## src/sv/bbc_pkg.sv

```systemverilog
// Shared types and constants for the LRU block buffer cache.
`default_nettype none

package bbc_pkg;

  // Default configuration
  localparam int NUM_SLOTS_DEF   = 32;
  localparam int COUNT_WIDTH_DEF = 8;

  // Fixed field widths of the request and result
  localparam int DEV_W    = 8;
  localparam int BLK_W    = 32;
  localparam int SLOT_F_W = 5;

  // Request kinds
  typedef enum logic [1:0] {
    KIND_READ    = 2'd0,
    KIND_RELEASE = 2'd1,
    KIND_PIN     = 2'd2,
    KIND_UNPIN   = 2'd3
  } kind_t;

  // Result status codes
  typedef enum logic [1:0] {
    STAT_OK     = 2'd0,
    STAT_NOFREE = 2'd1,
    STAT_UNDER  = 2'd2,
    STAT_OVER   = 2'd3
  } status_t;

  // Request payload
  typedef struct packed {
    kind_t               kind;
    logic [DEV_W-1:0]    device;
    logic [BLK_W-1:0]    block_number;
    logic [SLOT_F_W-1:0] slot;
  } in_t;

  // Result payload
  typedef struct packed {
    logic [SLOT_F_W-1:0] slot_out;
    logic                hit;
    logic                need_fetch;
    status_t             status;
  } out_t;

endpackage

`default_nettype wire

```

## src/sv/bbc_mem.sv

```systemverilog
// Slot bookkeeping memory: one write port, one registered read port.
`default_nettype none

module bbc_mem #(
  parameter int DEPTH  = 32,
  parameter int DATA_W = 8,
  parameter int ADDR_W = 5
) (
  input  wire logic              clk,
  input  wire logic              we,
  input  wire logic [ADDR_W-1:0] waddr,
  input  wire logic [DATA_W-1:0] wdata,
  input  wire logic              re,
  input  wire logic [ADDR_W-1:0] raddr,
  output logic      [DATA_W-1:0] rdata
);

  logic [DATA_W-1:0] mem [DEPTH];

  // Write port
  always_ff @(posedge clk) begin
    if (we) begin
      mem[waddr] <= wdata;
    end
  end

  // Read port, registered
  always_ff @(posedge clk) begin
    if (re) begin
      rdata <= mem[raddr];
    end
  end

endmodule

`default_nettype wire

```

## src/sv/bbc_ctrl.sv

```systemverilog
// Sequencer for the buffer cache: scans, read-modify-write and recency sweep.
`default_nettype none

module bbc_ctrl #(
  parameter  int NUM_SLOTS   = bbc_pkg::NUM_SLOTS_DEF,
  parameter  int COUNT_WIDTH = bbc_pkg::COUNT_WIDTH_DEF,
  localparam int SLOT_W      = $clog2(NUM_SLOTS),
  localparam int ENTRY_W     = bbc_pkg::DEV_W + bbc_pkg::BLK_W + 1 + COUNT_WIDTH + SLOT_W
) (
  input  wire logic                 clk,
  input  wire logic                 rst_n,
  // request channel
  input  wire logic                 in_valid,
  output logic                      in_stall,
  input  wire bbc_pkg::in_t         in_data,
  // result channel
  output logic                      out_valid,
  input  wire logic                 out_stall,
  output bbc_pkg::out_t             out_data,
  // memory port
  output logic                      mem_we,
  output logic [SLOT_W-1:0]         mem_waddr,
  output logic [ENTRY_W-1:0]        mem_wdata,
  output logic                      mem_re,
  output logic [SLOT_W-1:0]         mem_raddr,
  input  wire logic [ENTRY_W-1:0]   mem_rdata
);

  import bbc_pkg::*;

  localparam logic [SLOT_W-1:0]      LAST      = SLOT_W'(NUM_SLOTS - 1);
  localparam logic [COUNT_WIDTH-1:0] COUNT_MAX = {COUNT_WIDTH{1'b1}};

  // One slot's bookkeeping as stored in memory
  typedef struct packed {
    logic [DEV_W-1:0]       dev;
    logic [BLK_W-1:0]       blk;
    logic                   valid;
    logic [COUNT_WIDTH-1:0] count;
    logic [SLOT_W-1:0]      rank;
  } entry_t;

  typedef enum logic [8:0] {
    ST_CLEAR    = 9'b000000001,
    ST_IDLE     = 9'b000000010,
    ST_SCAN     = 9'b000000100,
    ST_SCAN_END = 9'b000001000,
    ST_DECIDE   = 9'b000010000,
    ST_MODIFY   = 9'b000100000,
    ST_RANK     = 9'b001000000,
    ST_RANK_END = 9'b010000000,
    ST_DONE     = 9'b100000000
  } state_t;

  state_t              state_r, state_nxt;
  logic [SLOT_W-1:0]   cnt_r, cnt_nxt;
  logic                rv_r;
  logic [SLOT_W-1:0]   raddr_q_r;
  in_t                 req_r, req_nxt;
  out_t                res_r, res_nxt;
  logic                out_valid_r, out_valid_nxt;
  out_t                out_data_r, out_data_nxt;

  // best tag match (highest rank) and best free slot (lowest rank)
  logic                   m_found_r, m_found_nxt;
  logic [SLOT_W-1:0]      m_idx_r, m_idx_nxt;
  logic [SLOT_W-1:0]      m_rank_r, m_rank_nxt;
  logic [COUNT_WIDTH-1:0] m_count_r, m_count_nxt;
  logic                   m_valid_r, m_valid_nxt;
  logic                   f_found_r, f_found_nxt;
  logic [SLOT_W-1:0]      f_idx_r, f_idx_nxt;
  logic [SLOT_W-1:0]      f_rank_r, f_rank_nxt;
  logic [SLOT_W-1:0]      piv_rank_r, piv_rank_nxt;

  entry_t              rd_e;
  entry_t              wr_e;
  logic                in_acc;
  logic                tag_match;
  logic [SLOT_W-1:0]   req_slot;

  assign rd_e      = entry_t'(mem_rdata);
  assign mem_wdata = ENTRY_W'(wr_e);
  assign in_stall  = (state_r != ST_IDLE);
  assign in_acc    = in_valid && !in_stall;
  assign tag_match = (rd_e.dev == req_r.device) && (rd_e.blk == req_r.block_number);
  assign req_slot  = SLOT_W'(req_r.slot);
  assign out_valid = out_valid_r;
  assign out_data  = out_data_r;

  // Next-state and datapath control
  always_comb begin
    state_nxt     = state_r;
    cnt_nxt       = cnt_r;
    req_nxt       = req_r;
    res_nxt       = res_r;
    out_valid_nxt = out_valid_r;
    out_data_nxt  = out_data_r;
    m_found_nxt   = m_found_r;
    m_idx_nxt     = m_idx_r;
    m_rank_nxt    = m_rank_r;
    m_count_nxt   = m_count_r;
    m_valid_nxt   = m_valid_r;
    f_found_nxt   = f_found_r;
    f_idx_nxt     = f_idx_r;
    f_rank_nxt    = f_rank_r;
    piv_rank_nxt  = piv_rank_r;
    mem_we        = 1'b0;
    mem_waddr     = raddr_q_r;
    wr_e          = rd_e;
    mem_re        = 1'b0;
    mem_raddr     = cnt_r;

    // result handed off to the consumer
    if (out_valid_r && !out_stall) begin
      out_valid_nxt = 1'b0;
    end

    // scan bookkeeping while data streams in
    if ((state_r == ST_SCAN || state_r == ST_SCAN_END) && rv_r) begin
      if (tag_match && (!m_found_r || rd_e.rank > m_rank_r)) begin
        m_found_nxt = 1'b1;
        m_idx_nxt   = raddr_q_r;
        m_rank_nxt  = rd_e.rank;
        m_count_nxt = rd_e.count;
        m_valid_nxt = rd_e.valid;
      end
      if (rd_e.count == '0 && (!f_found_r || rd_e.rank < f_rank_r)) begin
        f_found_nxt = 1'b1;
        f_idx_nxt   = raddr_q_r;
        f_rank_nxt  = rd_e.rank;
      end
    end

    // recency sweep write-back
    if ((state_r == ST_RANK || state_r == ST_RANK_END) && rv_r) begin
      mem_we = 1'b1;
      if (raddr_q_r == req_slot) begin
        wr_e.rank = LAST;
      end else if (rd_e.rank > piv_rank_r) begin
        wr_e.rank = rd_e.rank - 1'b1;
      end
    end

    unique case (state_r)
      ST_CLEAR: begin
        mem_we    = 1'b1;
        mem_waddr = cnt_r;
        wr_e      = '0;
        wr_e.rank = cnt_r;
        cnt_nxt   = cnt_r + 1'b1;
        if (cnt_r == LAST) begin
          state_nxt = ST_IDLE;
        end
      end
      ST_IDLE: begin
        if (in_acc) begin
          req_nxt     = in_data;
          m_found_nxt = 1'b0;
          f_found_nxt = 1'b0;
          cnt_nxt     = '0;
          if (in_data.kind == KIND_READ) begin
            state_nxt = ST_SCAN;
          end else if (32'(in_data.slot) >= NUM_SLOTS) begin
            res_nxt.slot_out   = in_data.slot;
            res_nxt.hit        = 1'b0;
            res_nxt.need_fetch = 1'b0;
            res_nxt.status     = STAT_OK;
            state_nxt          = ST_DONE;
          end else begin
            mem_re    = 1'b1;
            mem_raddr = SLOT_W'(in_data.slot);
            state_nxt = ST_MODIFY;
          end
        end
      end
      ST_SCAN: begin
        mem_re  = 1'b1;
        cnt_nxt = cnt_r + 1'b1;
        if (cnt_r == LAST) begin
          state_nxt = ST_SCAN_END;
        end
      end
      ST_SCAN_END: begin
        state_nxt = ST_DECIDE;
      end
      ST_DECIDE: begin
        res_nxt.hit        = 1'b0;
        res_nxt.need_fetch = 1'b0;
        res_nxt.status     = STAT_OK;
        wr_e.dev           = req_r.device;
        wr_e.blk           = req_r.block_number;
        wr_e.valid         = 1'b1;
        if (m_found_r) begin
          res_nxt.slot_out = SLOT_F_W'(m_idx_r);
          res_nxt.hit      = 1'b1;
          if (m_count_r == COUNT_MAX) begin
            res_nxt.status = STAT_OVER;
          end else begin
            mem_we             = 1'b1;
            mem_waddr          = m_idx_r;
            wr_e.count         = m_count_r + 1'b1;
            wr_e.rank          = m_rank_r;
            res_nxt.need_fetch = !m_valid_r;
          end
        end else if (f_found_r) begin
          mem_we             = 1'b1;
          mem_waddr          = f_idx_r;
          wr_e.count         = COUNT_WIDTH'(1);
          wr_e.rank          = f_rank_r;
          res_nxt.slot_out   = SLOT_F_W'(f_idx_r);
          res_nxt.need_fetch = 1'b1;
        end else begin
          res_nxt.slot_out = '0;
          res_nxt.status   = STAT_NOFREE;
        end
        state_nxt = ST_DONE;
      end
      ST_MODIFY: begin
        // rdata holds the addressed slot
        res_nxt.slot_out   = req_r.slot;
        res_nxt.hit        = 1'b0;
        res_nxt.need_fetch = 1'b0;
        res_nxt.status     = STAT_OK;
        mem_waddr          = req_slot;
        state_nxt          = ST_DONE;
        if (req_r.kind == KIND_PIN) begin
          if (rd_e.count == COUNT_MAX) begin
            res_nxt.status = STAT_OVER;
          end else begin
            mem_we     = 1'b1;
            wr_e.count = rd_e.count + 1'b1;
          end
        end else if (rd_e.count == '0) begin
          res_nxt.status = STAT_UNDER;
        end else begin
          mem_we     = 1'b1;
          wr_e.count = rd_e.count - 1'b1;
          if (req_r.kind == KIND_RELEASE && rd_e.count == COUNT_WIDTH'(1)) begin
            piv_rank_nxt = rd_e.rank;
            cnt_nxt      = '0;
            state_nxt    = ST_RANK;
          end
        end
      end
      ST_RANK: begin
        mem_re  = 1'b1;
        cnt_nxt = cnt_r + 1'b1;
        if (cnt_r == LAST) begin
          state_nxt = ST_RANK_END;
        end
      end
      ST_RANK_END: begin
        state_nxt = ST_DONE;
      end
      ST_DONE: begin
        if (!out_valid_r || !out_stall) begin
          out_valid_nxt = 1'b1;
          out_data_nxt  = res_r;
          state_nxt     = ST_IDLE;
        end
      end
      default: begin
        state_nxt = ST_IDLE;
      end
    endcase
  end

  // Control registers
  always_ff @(posedge clk) begin
    if (!rst_n) begin
      state_r     <= ST_CLEAR;
      cnt_r       <= '0;
      rv_r        <= 1'b0;
      out_valid_r <= 1'b0;
    end else begin
      state_r     <= state_nxt;
      cnt_r       <= cnt_nxt;
      rv_r        <= mem_re;
      out_valid_r <= out_valid_nxt;
    end
  end

  // Payload registers
  always_ff @(posedge clk) begin
    raddr_q_r  <= mem_raddr;
    req_r      <= req_nxt;
    res_r      <= res_nxt;
    out_data_r <= out_data_nxt;
    m_found_r  <= m_found_nxt;
    m_idx_r    <= m_idx_nxt;
    m_rank_r   <= m_rank_nxt;
    m_count_r  <= m_count_nxt;
    m_valid_r  <= m_valid_nxt;
    f_found_r  <= f_found_nxt;
    f_idx_r    <= f_idx_nxt;
    f_rank_r   <= f_rank_nxt;
    piv_rank_r <= piv_rank_nxt;
  end

  // Sweep never reads the entry it writes back in the same cycle
  a_no_rw_collide: assert property (@(posedge clk) disable iff (!rst_n)
    mem_we && mem_re |-> mem_waddr != mem_raddr)
    else $error("read and write hit the same slot");

  // Last scan data is present when the scan closes
  a_scan_tail: assert property (@(posedge clk) disable iff (!rst_n)
    (state_r == ST_SCAN_END || state_r == ST_RANK_END) |-> rv_r)
    else $error("scan tail without read data");

  // Sweep starts from slot zero
  a_rank_start: assert property (@(posedge clk) disable iff (!rst_n)
    state_r == ST_MODIFY && state_nxt == ST_RANK |=> cnt_r == '0 && !rv_r)
    else $error("recency sweep misaligned");

  // A failed request never asks for a fetch
  a_err_no_fetch: assert property (@(posedge clk) disable iff (!rst_n)
    out_valid_r && out_data_r.status != STAT_OK |-> !out_data_r.need_fetch)
    else $error("fetch flagged on failed request");

endmodule

`default_nettype wire

```

## src/sv/block_buffer_cache_lru_top.sv

```systemverilog
// LRU block buffer cache (tags, reference counts, recency): top level.
//
// Keeps NUM_SLOTS buffer slots in one synchronous memory, one entry per slot
// holding device and block tags, a valid mark, a COUNT_WIDTH-bit reference
// count and a recency rank. After reset a clearing pass over every slot
// initializes the memory; no request is taken during it. A read request
// scans every slot once, one slot a cycle through the memory read port. A
// release that drops a count to zero sweeps all slots again to update the
// ranks. One request is handled at a time; a new one is taken while the
// previous result still waits in the output register.
`default_nettype none

module block_buffer_cache_lru_top #(
  parameter int NUM_SLOTS   = bbc_pkg::NUM_SLOTS_DEF,
  parameter int COUNT_WIDTH = bbc_pkg::COUNT_WIDTH_DEF
) (
  input  wire logic          clk,
  input  wire logic          rst_n,
  input  wire logic          in_valid,
  output logic               in_stall,
  input  wire bbc_pkg::in_t  in_data,
  output logic               out_valid,
  input  wire logic          out_stall,
  output bbc_pkg::out_t      out_data
);

  import bbc_pkg::*;

  localparam int SlotW  = $clog2(NUM_SLOTS);
  localparam int EntryW = DEV_W + BLK_W + 1 + COUNT_WIDTH + SlotW;

  logic              mem_we;
  logic [SlotW-1:0]  mem_waddr;
  logic [EntryW-1:0] mem_wdata;
  logic              mem_re;
  logic [SlotW-1:0]  mem_raddr;
  logic [EntryW-1:0] mem_rdata;

  // Sequencer
  bbc_ctrl #(
    .NUM_SLOTS   (NUM_SLOTS),
    .COUNT_WIDTH (COUNT_WIDTH)
  ) u_ctrl (
    .clk       (clk),
    .rst_n     (rst_n),
    .in_valid  (in_valid),
    .in_stall  (in_stall),
    .in_data   (in_data),
    .out_valid (out_valid),
    .out_stall (out_stall),
    .out_data  (out_data),
    .mem_we    (mem_we),
    .mem_waddr (mem_waddr),
    .mem_wdata (mem_wdata),
    .mem_re    (mem_re),
    .mem_raddr (mem_raddr),
    .mem_rdata (mem_rdata)
  );

  // Slot memory
  bbc_mem #(
    .DEPTH  (NUM_SLOTS),
    .DATA_W (EntryW),
    .ADDR_W (SlotW)
  ) u_mem (
    .clk   (clk),
    .we    (mem_we),
    .waddr (mem_waddr),
    .wdata (mem_wdata),
    .re    (mem_re),
    .raddr (mem_raddr),
    .rdata (mem_rdata)
  );

endmodule

`default_nettype wire

```

## config.mk

```make
export PLATFORM = sky130hd
export DESIGN_NAME = block_buffer_cache_lru_top
export DESIGN_NICKNAME = d
export VERILOG_FILES = /design/src/sv/bbc_pkg.sv /design/src/sv/bbc_mem.sv /design/src/sv/bbc_ctrl.sv /design/src/sv/block_buffer_cache_lru_top.sv
export SDC_FILE = /design/constraint.sdc
export NUM_CORES = 2
export LEC_CHECK = 0
export ABC_AREA = 1
export CORE_MARGIN = 2
export CORE_UTILIZATION = 35
export CTS_BUF_LIST = sky130_fd_sc_hd__clkbuf_16
export CTS_CLUSTER_DIAMETER = 60
export DETAILED_ROUTE_END_ITERATION = 12
export DONT_BUFFER_PORTS = 1
export SLEW_MARGIN = 5
export SYNTH_ARGS = -nofsm -noshare
export SYNTH_HDL_FRONTEND = slang
export SYNTH_HIERARCHICAL = 1
export SYNTH_SLANG_ARGS = --single-unit
```

## constraint.sdc

```tcl
create_clock -name clk -period 8.7 [get_ports clk]
set_input_delay 0.435 -clock clk [delete_from_list [all_inputs] [get_ports clk]]
set_output_delay 0.435 -clock clk [all_outputs]
set_load 0.02 [all_outputs]
```

; Yosys cells after proc, flatten, opt, wreduce, memory -nomap -nowiden
; Memory sizes are Yosys's and may differ from the RTL's. A register that Yosys moved wholly into a read port is not among the register bits.
; Index checks and enable logic that the tools add are counted.
[op_classes]
add_sub_neg = 5
n_lt_le_gt_ge = 3
n_eq_ne = 27
muxes = 70
n_bitwise = 2
reduce_logical = 33
[op_table]
columns = operator, count
row1 = 41-bit case mux with 2 select lines, 1
row2 = 5-bit 2-to-1 mux, 15
row3 = 9-bit 2-to-1 mux, 8
row4 = 9-bit case mux with 8 select lines, 1
row5 = 13-bit 2-to-1 mux, 3
row6 = 32-bit == test, 1
row7 = 5-bit case mux with 3 select lines, 2
row8 = 1-bit 2-to-1 mux, 26
row9 = 8-bit 2-to-1 mux, 3
row10 = 8-bit case mux with 3 select lines, 1
row11 = 9-bit case mux with 2 select lines, 1
row12 = "8-bit by 1-bit adder with 8-bit output, second input constant", 2
row13 = "8-bit == test, second input constant", 2
row14 = 5-bit greater-than comparator, 2
row15 = 5-bit case mux with 2 select lines, 1
row16 = 5-bit AND reduction, 2
row17 = "9-bit by 1-bit == test with 1-bit output, second input constant", 1
row18 = "9-bit by 2-bit == test with 1-bit output, second input constant", 1
row19 = "9-bit by 3-bit == test with 1-bit output, second input constant", 1
row20 = "9-bit by 4-bit == test with 1-bit output, second input constant", 1
row21 = "9-bit by 5-bit == test with 1-bit output, second input constant", 1
row22 = "9-bit by 6-bit == test with 1-bit output, second input constant", 1
row23 = "9-bit by 7-bit == test with 1-bit output, second input constant", 1
row24 = "9-bit by 8-bit == test with 1-bit output, second input constant", 1
row25 = 31 further kinds, 61
[word_totals]
register_bits = 122
mem_bits_rw = 1728
output_inout_bits = 11
n_memories = 1
[memory_table]
columns = memory, words, width, rd, rd_ports_with_merged_regs, write_ports, line
row1 = u_mem.mem, 32, 54, 1, 1, 1, bbc_mem.sv:18  ; logic [DATA_W-1:0] mem [DEPTH];

; Longest topological paths before layout
[logic_depth]
ltp_word = 9
ltp_mapped = 20
depth_no_buf = 17

; Modules after synthesis
; The synthesis kept the hierarchy.
[modules_own_cells]
columns = module, instances, cells_per_inst, area_per_inst_um2, seq_area_each_um2
row1 = bbc_mem, 1, 5929, 71951.5, 53511.3
row2 = bbc_ctrl, 1, 907, 7455.9, 3433.3

; Worst setup path after synthesis
; No wires, ideal clock.
[synth_path]
path_kind = register to register
from = register u_ctrl.m_count_r[0]
to = memory u_mem/mem[31][0] in the netlist's numbering (enable)
setup_ps = 466
arrival_time_ps = 4009
slack_ps = 4225
path_stages_with_launch = 12
period_less_slack_ps = 4475
cell_sequence = edfxtp_1 > ha_1 > nand2_1 > nor2_2 > nand2_2 > a21oi_2 > nand2_2 > nand2_4 > inv_4 > o21ai_2 > nand3_1 > nor2_1
[synth_via]
word_cells_on_any_way = 9
classes_between = 1 x eq/ne / 8 x mux
[synth_lines]
columns = element, line
row1 = "start, declared", bbc_ctrl.sv:68  ; logic [COUNT_WIDTH-1:0] m_count_r, m_count_nxt;
row2 = "start signal, assigned", bbc_ctrl.sv:292  ; m_count_r <= m_count_nxt;
row3 = 8-bit == test, bbc_ctrl.sv:196  ; if (m_count_r == COUNT_MAX) begin
row4 = 5-bit 2-to-1 mux, bbc_ctrl.sv:196
row5 = 5-bit 2-to-1 mux, bbc_ctrl.sv:193  ; if (m_found_r) begin
row6 = 5-bit case mux with 3 select lines, bbc_ctrl.sv:144  ; unique case (state_r)
row7 = via mem_waddr[0], block_buffer_cache_lru_top.sv:33  ; logic [SlotW-1:0] mem_waddr;
row8 = "end, declared", bbc_mem.sv:18
; The timed path passes the listed nets, and every way through them passes these cells.

; Final worst setup path
[layout_path]
from = register u_ctrl.state_r[8]
to = register u_mem.rdata[35], read port of u_mem.mem (data pin)
[layout_via]
elab_chain_cells = 5
word_cells_on_any_way = 11
classes_between = 4 x eq/ne / 4 x mux / 3 x reduce/logical
[layout_lines]
columns = element, line
row1 = "start, declared", bbc_ctrl.sv:55  ; state_t state_r, state_nxt;
row2 = "start signal, assigned", bbc_ctrl.sv:276  ; state_r <= state_nxt;
row3 = 9-bit by 2-bit != test with 1-bit output, bbc_ctrl.sv:83  ; assign in_stall = (state_r != ST_IDLE);
row4 = via in_stall, block_buffer_cache_lru_top.sv:20  ; output logic in_stall,
row5 = 1-bit zero test, bbc_ctrl.sv:84  ; assign in_acc = in_valid && !in_stall;
row6 = 1-bit logical AND, bbc_ctrl.sv:84
row7 = 5-bit 2-to-1 mux, bbc_ctrl.sv:156  ; if (in_acc) begin
row8 = 5-bit 2-to-1 mux, bbc_ctrl.sv:144
row9 = via mem_raddr[0], block_buffer_cache_lru_top.sv:36  ; logic [SlotW-1:0] mem_raddr;
row10 = "end, declared", bbc_mem.sv:15  ; output logic [DATA_W-1:0] rdata
; The timed path passes the listed nets, and every way through them passes these cells.
; A chain may end at the register's enable or synchronous reset.

==> impl_metrics.env <==
export IMPL_ctsHtreeMaxLevel=4
export IMPL_avgRoutedWirePerCell_um=22.9
export IMPL_placement_setup_worst_slack_ns=2.52
export IMPL_report_power_total_w=0.0231
export IMPL_fmax_mhz=159
export IMPL_cts_root_buffer_cell="sky130_fd_sc_hd__clkbuf_16"
export IMPL_cts_hold_fix_buffers=51
export IMPL_critical_path_cell_chain="inv_2 -> nand3_2 -> inv_2 -> nand2_4 -> nor2_8 -> buf_4 -> o21ai_2 -> a21oi_4 -> buf_4 -> buf_4 -> buf_4 -> nand2_1 -> nand3_1 -> nand3_1 -> nand2_1 -> nand2_1 -> nand2_1 -> nand2_1 -> nand2_1"
export IMPL_syn_to_final_growth_pct=11.3
export IMPL_overflow=0
export IMPL_fillCellCount=21300
export IMPL_cts_repair_resize_count=0
export IMPL_layout_setup_ws_ns=2.43
export IMPL_grt_max_degree=231
export IMPL_synth_warnings=6
export IMPL_cell_variety_after_synth=47
export IMPL_clk_transition_reported_paths_ns=0.06
export IMPL_dr_first_iter_drc_count=6405
export IMPL_post_synthesis_sequential_area_ratio_pct=71.7
export IMPL_mapped_avg_cell_area_um2=11.6
export IMPL_setup_total_negative_slack_ns=0
export IMPL_grt_setup_unrepaired="false"
export IMPL_minimum_clock_period_ns=6.27
export IMPL_detail_route_drc_violations=0
export IMPL_cp_arrival_ns=6.97
export IMPL_period_utilization_post_route_pct=72.1
export IMPL_postCtsSetupBuffers=0
export IMPL_grt_pass1_wl_mm=332
export IMPL_drive_above_1_share_pct=6.66
export IMPL_cts_num_sinks=1904
export IMPL_ant_nets=0
export IMPL_fp_row_count=174
export IMPL_fin_nets=6868
export IMPL_max_slew_margin_rel_pct=16.3
export IMPL_critical_path_most_common_cell="sky130_fd_sc_hd__nand2_1"
export IMPL_timing_clock_skew_ns=0.0570
export IMPL_die_height_um=480
export IMPL_max_vdd_ir_drop_uv=173
export IMPL_syn_nets=6909
export IMPL_worstPathBufferInverterCount=6
export IMPL_pin_count=62
export IMPL_hold_viol_final=0
export IMPL_cts_tree="done"
export IMPL_max_slew_worst_pin_slew_ns=1.25
export IMPL_timing_reg2reg_worst_path_depth=19
export IMPL_finalSetupViolCount=0
export IMPL_setup_worst_path_class="flop to flop"
export IMPL_syn_inst=6836
export IMPL_hpwl_mm=110
export IMPL_timing_rr_end="u_mem/rdata[35]"
export IMPL_placeableCoreArea_um2=225000
export IMPL_port_buffers=0
export IMPL_horiz_die_dim_um=480
export IMPL_first_global_vias=48800
export IMPL_slowest_delay_ns=0.83
export IMPL_starting_utilization_of_the_core_area_pct=35.3
export IMPL_max_cap_viol_count=0
export IMPL_static_leakage_power_nw=32.1
export IMPL_syn_area_um2=79400
export IMPL_worst_hold_path_type="primary input to flop"
export IMPL_power_density_nw_per_um2=261
export IMPL_critical_path_sink_type="flop"
export IMPL_critical_path_top_delay_family="buffers and inverters"
export IMPL_timing_hold_worst_endpoint="u_ctrl/state_r[5]"
export IMPL_dr_total_vias=52400
export IMPL_timing_critical_path_fanout_max=82
export IMPL_grt_antenna_before_repair=13
export IMPL_worstHoldStart="in_data[45]"
export IMPL_crit_path_start_kind="flop"
export IMPL_ys_seq_elements=1904
export IMPL_crit_path_top_delay_cell="sky130_fd_sc_hd__buf_4"
export IMPL_cts_root_to_sink_buffers=3
export IMPL_floorplan_die_area_um2=231000
export IMPL_cp_required_ns=9.40
export IMPL_setup_slack_reg_to_reg_ns=2.43
export IMPL_ys_flop_type="sky130_fd_sc_hd__edfxtp_1"
export IMPL_asyncSetResetFlopFracSynth_pct=0
export IMPL_drt_wl_total_mm=228
export IMPL_cts_buffers=196
export IMPL_first_pass_iters=7
export IMPL_detail_route_vias_per_cell=5.27
export IMPL_worst_hold_path_depth=2
export IMPL_regToRegStartpoint="u_ctrl/state_r[8]"
export IMPL_clock_latency_ns=0.85
export IMPL_gp_congestion=0.843
export IMPL_synth_enable_flop_cells=1881
export IMPL_maxSlewViolCount=0
export IMPL_status="finished clean"
export IMPL_grtUsageTotal_pct=19.3
==> how the worst max path moves through the flow <==
stage                             start          endpoint  slack [ns]  cells after the start
global route          u_ctrl/state_r[8]   u_mem/rdata[19]        2.00                     19
finish                u_ctrl/state_r[8]   u_mem/rdata[35]        2.43                     19
detailed placement    u_ctrl/state_r[2]   u_mem/rdata[23]        2.52                     19
CTS                   u_ctrl/state_r[8]   u_mem/rdata[35]        2.46                     19
global placement      u_ctrl/state_r[2]   u_mem/rdata[35]        2.65                     19
floorplan           u_ctrl/m_count_r[0]  u_mem/mem[31][0]        4.22                     11
==> Yosys cell counts, drive strengths merged (4+ instances only) <==
master | n | area share (%)
a211oi | 4 | 0.038
a21oi | 39 | 0.25
a22oi | 6 | 0.057
buf | 361 | 3.3
clkbuf | 29 | 0.14
dfxtp | 23 | 0.58
edfxtp | 1881 | 71
ha | 22 | 0.35
inv | 111 | 0.55
nand2 | 2693 | 13
nand3 | 1405 | 8.9
nand4 | 20 | 0.16
nor2 | 125 | 0.69
nor3 | 13 | 0.088
o21ai | 30 | 0.21
o22ai | 11 | 0.087
xnor2 | 39 | 0.43
xor2 | 10 | 0.11
==> cells by family (layout without fill, tap and decap cells) <==
logic type	count (synthesis)	in the layout	synth area share, %
other	0	1	0
adders and majority gates	22	22	0.347
xor gates and xnor gates	49	49	0.540
DFF	1904	1904	71.7
and+or+nand+nor	4264	4264	22.7
AOI/OAI and AO/OA	96	96	0.700
buffers and inverters	501	620	4.03
==> stage by stage <==
| step | hold slack, ns | cell area [µm²] | utilization, % | instances |
|---|---|---|---|---|
| after global placement | 0.409 | 81700 | 36.3 | 9538 |
| after detailed placement | 0.412 | 81700 | 36.3 | 9538 |
| after global routing | 0.0972 | 88400 | 39.3 | 9948 |
| final | 0.0735 | 88400 | 39.3 | 9948 |
| after CTS | 0.0361 | 88400 | 39.3 | 9947 |
| after floorplan | 0.400 | 79400 | - | 6836 |
==> worst register-to-register path, cell delays in order (launching register included) <==
cell                      delay (ns)
sky130_fd_sc_hd__dfxtp_1        0.37
sky130_fd_sc_hd__inv_2          0.16
sky130_fd_sc_hd__nand3_2        0.18
sky130_fd_sc_hd__inv_2          0.11
sky130_fd_sc_hd__nand2_4        0.10
sky130_fd_sc_hd__nor2_8         0.09
sky130_fd_sc_hd__buf_4          0.68
sky130_fd_sc_hd__o21ai_2        0.53
sky130_fd_sc_hd__a21oi_4        0.46
sky130_fd_sc_hd__buf_4          0.83
sky130_fd_sc_hd__buf_4          0.83
sky130_fd_sc_hd__buf_4          0.85
sky130_fd_sc_hd__nand2_1        0.24
sky130_fd_sc_hd__nand3_1        0.14
sky130_fd_sc_hd__nand3_1        0.09
sky130_fd_sc_hd__nand2_1        0.10
sky130_fd_sc_hd__nand2_1        0.05
sky130_fd_sc_hd__nand2_1        0.13
sky130_fd_sc_hd__nand2_1        0.09
sky130_fd_sc_hd__nand2_1        0.12
==> state kept, by name, indices dropped and copies added, names as in the netlist, 8 cells and up <==
register	count
u_mem/rdata	54
u_ctrl/req_r	42
u_ctrl/out_data	9
u_mem/mem	1728
u_ctrl/m_count_r	8
u_ctrl/res_r	9
u_ctrl/state_r	9
==> report_power, final <==
| part | total (W) | switching [W] | internal [W] |
|---|---|---|---|
| combinational | 0.00421 | 0.00314 | 0.00107 |
| sequential | 0.0108 | 0.0000856 | 0.0107 |
| clock | 0.00804 | 0.00354 | 0.00450 |
==> final cells by class <==
class	count	area (µm²)	area share [%]
clock inverter	158	1150	1.30
timing repair buffer	151	1450	1.64
tap	2992	3740	4.23
antenna	1	2.50	0.00283
clock buffer	200	5000	5.66
sequential	1904	56900	64.4
multi-input combinational	4431	19600	22.2
inverter	111	478	0.541
==> placed cells by master, fill, tap and decap left out, types with 10 or more instances in the layout <==
cell type / instances
sky130_fd_sc_hd__a21oi_1: 33
sky130_fd_sc_hd__buf_12: 15
sky130_fd_sc_hd__buf_4: 85
sky130_fd_sc_hd__bufinv_16: 11
sky130_fd_sc_hd__clkbuf_16: 200
sky130_fd_sc_hd__clkinv_1: 37
sky130_fd_sc_hd__clkinv_2: 25
sky130_fd_sc_hd__dfxtp_1: 23
sky130_fd_sc_hd__dlygate4sd3_1: 51
sky130_fd_sc_hd__edfxtp_1: 1881
sky130_fd_sc_hd__ha_1: 22
sky130_fd_sc_hd__inv_1: 155
sky130_fd_sc_hd__nand2_1: 2683
sky130_fd_sc_hd__nand3_1: 1400
sky130_fd_sc_hd__nand4_1: 20
sky130_fd_sc_hd__nor2_1: 77
sky130_fd_sc_hd__nor2_4: 39
sky130_fd_sc_hd__nor3_1: 12
sky130_fd_sc_hd__o21ai_0: 22
sky130_fd_sc_hd__xnor2_1: 39
sky130_fd_sc_hd__xor2_1: 10
==> layer usage <==
layer  share of wire (%)  track usage [%]
met2                  47             31.3
met5              0.0035                0
met3                 8.8             3.11
met1                  41             26.7
met4                 2.8             5.71
(Power assumes the default switching activity.)
